File: config.mk
export PLATFORM = sky130hd
export DESIGN_NAME = u16550_rx_fifo
export DESIGN_NICKNAME = d
export VERILOG_FILES = /design/src/sv/u16550_pkg.sv /design/src/sv/u16550_rx_fifo.sv
export SDC_FILE = /design/constraint.sdc
export NUM_CORES = 1
export LEC_CHECK = 0
export ABC_AREA = 1
export BUFFER_PORTS_ARGS = -buffer_cell sky130_fd_sc_hd__buf_2
export CAP_MARGIN = 0
export CORE_ASPECT_RATIO = 0.9
export CORE_MARGIN = 2
export CORE_UTILIZATION = 39
export DETAILED_ROUTE_END_ITERATION = 16
export SETUP_SLACK_MARGIN = 0.02
export SLEW_MARGIN = 20
export SYNTH_ARGS = -nofsm -noshare
export SYNTH_HDL_FRONTEND = slang
export SYNTH_SLANG_ARGS = --single-unit
File: constraint.sdc
create_clock -name clk -period 2.68 [get_ports clk]
set_input_delay 0.134 -clock clk [delete_from_list [all_inputs] [get_ports clk]]
set_output_delay 0.134 -clock clk [all_outputs]
set_load 0.005 [all_outputs]
File: src/sv/u16550_pkg.sv
// Shared types and constants for the 16550-style UART register block.
// No dependencies; the register model and the receive FIFO import this package.
package u16550_pkg;

  typedef enum logic [1:0] {
    CMD_READ  = 2'd0,
    CMD_WRITE = 2'd1,
    CMD_RX    = 2'd2,
    CMD_NOP   = 2'd3
  } cmd_t;

  localparam logic [2:0] REG_RBR = 3'd0;
  localparam logic [2:0] REG_IER = 3'd1;
  localparam logic [2:0] REG_IIR = 3'd2;
  localparam logic [2:0] REG_LCR = 3'd3;
  localparam logic [2:0] REG_MCR = 3'd4;
  localparam logic [2:0] REG_LSR = 3'd5;
  localparam logic [2:0] REG_MSR = 3'd6;
  localparam logic [2:0] REG_SCR = 3'd7;

  localparam logic [3:0] IER_MASK        = 4'hF;
  localparam logic [7:0] IIR_FIFO_BITS   = 8'hC0;
  localparam logic [7:0] IIR_RX_DATA     = 8'h04;
  localparam logic [7:0] IIR_THR_EMPTY   = 8'h02;
  localparam logic [7:0] IIR_NONE        = 8'h01;
  localparam logic [7:0] LSR_DR          = 8'h01;
  localparam logic [7:0] LSR_HOLD_EMPTY  = 8'h20;
  localparam logic [7:0] LSR_SHIFT_EMPTY = 8'h40;

  typedef struct packed {
    logic       push;
    logic       pop;
    logic [7:0] wdata;
  } fifo_ctrl_t;

  typedef struct packed {
    logic       empty;
    logic       full;
    logic       one;
    logic [7:0] head_byte;
  } fifo_stat_t;

endpackage

File: src/sv/u16550_rx_fifo.sv
// Receive FIFO: circular byte memory with head pointer, fill count and head prefetch.
// Depends on u16550_pkg.
module u16550_rx_fifo
  import u16550_pkg::*;
#(
  parameter int RX_DEPTH = 16
) (
  input  logic       clk,
  input  logic       rst,
  input  fifo_ctrl_t ctrl,
  output fifo_stat_t stat
);

  localparam int AW = (RX_DEPTH > 1) ? $clog2(RX_DEPTH) : 1;
  localparam int CW = $clog2(RX_DEPTH + 1);
  localparam logic [CW-1:0] DEPTH_C = CW'(RX_DEPTH);
  localparam logic [AW:0]   DEPTH_W = (AW + 1)'(RX_DEPTH);
  localparam logic [AW-1:0] LAST_IX = AW'(RX_DEPTH - 1);

  logic [7:0]    mem [RX_DEPTH];
  logic [AW-1:0] head;
  logic [AW-1:0] head_next;
  logic [CW-1:0] count;
  logic [CW-1:0] count_next;
  logic [AW:0]   tail_sum;
  logic [AW-1:0] tail;
  logic          push_ok;
  logic          pop_ok;
  logic [7:0]    rd_q;
  logic          byp;
  logic [7:0]    byp_data;

  assign stat.empty     = (count == '0);
  assign stat.full      = (count == DEPTH_C);
  assign stat.one       = (count == CW'(1));
  assign stat.head_byte = byp ? byp_data : rd_q;

  assign push_ok = ctrl.push && !stat.full;
  assign pop_ok  = ctrl.pop && !stat.empty;

  always_comb begin
    tail_sum = (AW + 1)'(head) + (AW + 1)'(count);
    if (tail_sum >= DEPTH_W) begin
      tail_sum = tail_sum - DEPTH_W;
    end
    tail = tail_sum[AW-1:0];

    head_next = head;
    if (pop_ok) begin
      head_next = (head == LAST_IX) ? '0 : head + AW'(1);
    end

    count_next = count;
    if (push_ok) begin
      count_next = count + CW'(1);
    end else if (pop_ok) begin
      count_next = count - CW'(1);
    end
  end

  always_ff @(posedge clk) begin
    if (rst) begin
      head  <= '0;
      count <= '0;
    end else begin
      head  <= head_next;
      count <= count_next;
    end
  end

  always_ff @(posedge clk) begin
    if (push_ok) begin
      mem[tail] <= ctrl.wdata;
    end
    rd_q     <= mem[head_next];
    byp      <= push_ok && (tail == head_next);
    byp_data <= ctrl.wdata;
  end

endmodule
==> impl_metrics.toml <==
[outcome]
status = "finished clean"

[global_routing]
grt_pass1_wl_um = 26920
antenna_found_initial = 0
grt_pass1_vias = 4538
grt_max_degree = 59
grt-ovfl-total = 0
grt_usage = 0.1988

[die]
rows = 46
start_util = 0.3956
die_w_um = 144.7
core_mm2 = 0.01755
dieArea_mm2 = 0.01889
io_pins = 23
die_h_um = 130.6

[worst_setup_path]
worstRegToRegCells = 10
end_kind = "flop"
cp_slowest_cell = "inv_1"
path_common_cell = "inv_1"
cp_num_buf_inv = 3
worst_r2r_endpoint = "rd_q[0]"
crit_path_max_fanout = 16
endpoint = "rd_q[0]"
max_stage_delay_ps = 480
required_ps = 2990
critPathKind = "flop to flop"
crit_chain = "inv_1 -> ha_1 -> nand3_4 -> nand2_2 -> inv_1 -> o21ai_1 -> inv_1 -> nand3_1 -> nand3_1 -> nand2_1"
cp.arrival_ps = 2750
cp-startpoint = "count[1]"
startpoint_type = "flop"
cp.depth = 10
reg2reg_slack_ps = 240
reg2reg_from = "count[1]"
path_delay_family = "simple AND/OR/NAND/NOR gates"

[synth]
synthArstFlopShare = 0
synth_edf_count = 128
synthCells = 681
synth_top_area_frac = 0.5535
synth_seq_area_share = 0.6285
yosys_warnings = 0
yosysMostFrequentCell = "nand3_1"
synthTopCellsByArea = "edfxtp_1 (55%), nand3_1 (12%), dfxtp_1 (7.5%), inv_1 (7.0%), nand2_1 (5.9%)"
syn_area_per_cell_um2 = 10.20
synth_nets = 702
yosysTopAreaCell = "edfxtp_1"
synth_seq_cells = 154
synthFlopType = "edfxtp_1"
syn_area_mm2 = 0.006944
yosys-top-cells-count = "nand3_1 (164), inv_1 (130), edfxtp_1 (128), nand2_1 (109), nor2_1 (30)"
synth_cell_types = 35

[sta]
clock_skew_ps = 4.642
max_freq_mhz = 410.0
fin_ws_ps = 240.9
period_minus_slack_ps = 2439
setup_tns_ps = 0
report.final.setup_viol = 0
rsz0062_at_grt = "false"
whs_ps = 15.77
period_share = 0.9101
slew_viol_final = 0
hold_viol = 0
maxSlewHeadroom = 0.5815
timing_worst_slew_pin_value_ps = 627.1

[drt]
dr.pass1.iters = 5
final_antenna_net_count = 0
via_per_inst = 4.958
initialDrtViolationCount = 424
via_count = 4794
drc_errors = 0
postRouteWirelength_um = 17240
avgRoutedWirePerCell_um = 17.83

[final_layout]
syn_to_final_growth_pct = 14.94
diodes = 0
stdcell_count = 967
post-route-util = 0.4547
multi_input_area_mm2 = 0.001907
final_area_mm2 = 0.007981
seq_area_mm2 = 0.004364
fin_nets = 737
drive_gt1_frac = 0.1224
fill_cells = 1614

[clock_network]
cts_root_buf = "clkbuf_16"
cts_tree = "built"
clk_latency_ps = 430
htree_num_levels = 4
cts_buffers = 17
clock_sinks = 154
clkTransAtPathRegs_ps = 60
cts_buffer_depth = 2
cts_hold_buffers = 0

[power_and_ir_drop]
p_leak_nw = 3.402
power-per-cell-area_mw_per_mm2 = 954.0
ir_drop_uv = 525.7
total_power_mw = 7.614

[place]
hpwl_um = 11290
routabilityCongestion = 0.8413
dpl_cell_area_mm2 = 0.007392
port-buffer-count = 22
dp_slack_ps = 203.1
dp.cells = 937

[min_path]
hold_class = "input pin to flop"
min_path_cells = 2

[job]
drv_cap = 0
timing repair:
action	CTS	global route
setup buffers	0	0
gates resized for setup	0	1
setup endpoints to repair	0	2
hold endpoints to repair	0	0
report_power, final:
| part | switching [mW] | leakage, nW | internal, mW |
|---|---|---|---|
| combinational | 1.47 | 1.74 | 0.748 |
| sequential | 0.132 | 1.37 | 2.86 |
| clock | 0.879 | 0.287 | 1.53 |
| total | 2.48 | 3.40 | 5.14 |
registers in the layout, summed over array words and instances (netlist names):
name and count:
head 4, byp_data 8, byp 1, count 5, mem 128, rd_q 8
cell families (layout without fill, tap and decap cells):
| kind of cell | after synthesis | in the layout | share of synthesized area |
|---|---|---|---|
| flip-flops | 154 | 154 | 0.6285 |
| AND/OR/NAND/NOR | 328 | 328 | 0.2227 |
| multiplexers | 8 | 8 | 0.01297 |
| AO/OA/AOI/OAI | 15 | 15 | 0.01387 |
| buffers and inverters | 162 | 208 | 0.09838 |
| adder cells (fa/ha/maj) | 9 | 9 | 0.01730 |
| XOR/XNOR | 5 | 5 | 0.006307 |
routing by layer:
layer,track usage,share of wire,vias up
met5,0,0,-
met4,0.07539,0.018,0
met3,0.04373,0.067,28
met2,0.2916,0.44,168
met1,0.2904,0.47,2280
li1,-,-,2318
layout make-up:
type                            count  share of cell area
Clock buffer                       19             0.05424
Clock inverter                     11             0.01928
Inverter                          132             0.06208
Multi-Input combinational cell    365              0.2389
Sequential cell                   154              0.5468
Tap cell                          240             0.03762
Timing Repair Buffer               46             0.04107
worst min-delay path by stage:
stage	startpoint	endpoint	slack [ps]
global placement	rst	head[0]	450
global route	rst	head[1]	20
floorplan	ctrl[0]	byp_data[0]	160
CTS	rst	head[3]	5
finish	rst	head[1]	20
detailed placement	rst	head[2]	450
worst register-to-register path, delay by kind of cell (launching register included):
family	cells	cell delay, ps
compound gates	1	90
fa+ha+maj	1	250
buf+inv	3	760
flops	1	460
simple gates	5	780
placed cells by master, fill, tap and decap left out, drive strengths merged:
| cell | Yosys | final |
|---|---|---|
| nand3 | 166 | 166 |
| inv | 131 | 131 |
| edfxtp | 128 | 128 |
| nand2 | 112 | 112 |
| buf | 26 | 46 |
| nor2 | 31 | 31 |
| dfxtp | 26 | 26 |
| clkbuf | 4 | 19 |
| nand3b | 16 | 16 |
| mux2 | 8 | 8 |
| ha | 8 | 8 |
| clkinv | 1 | 8 |
| o21ai | 7 | 7 |
| bufinv | 0 | 4 |
| xor2 | 3 | 3 |
| a21oi | 3 | 3 |
| xnor2 | 2 | 2 |
| nor3b | 2 | 2 |
| o21bai | 1 | 1 |
| or2 | 1 | 1 |
| o22ai | 1 | 1 |
| o21a | 1 | 1 |
| a31oi | 1 | 1 |
| o211ai | 1 | 1 |
| fa | 1 | 1 |
Note: power is estimated with default switching activity, not from simulation.
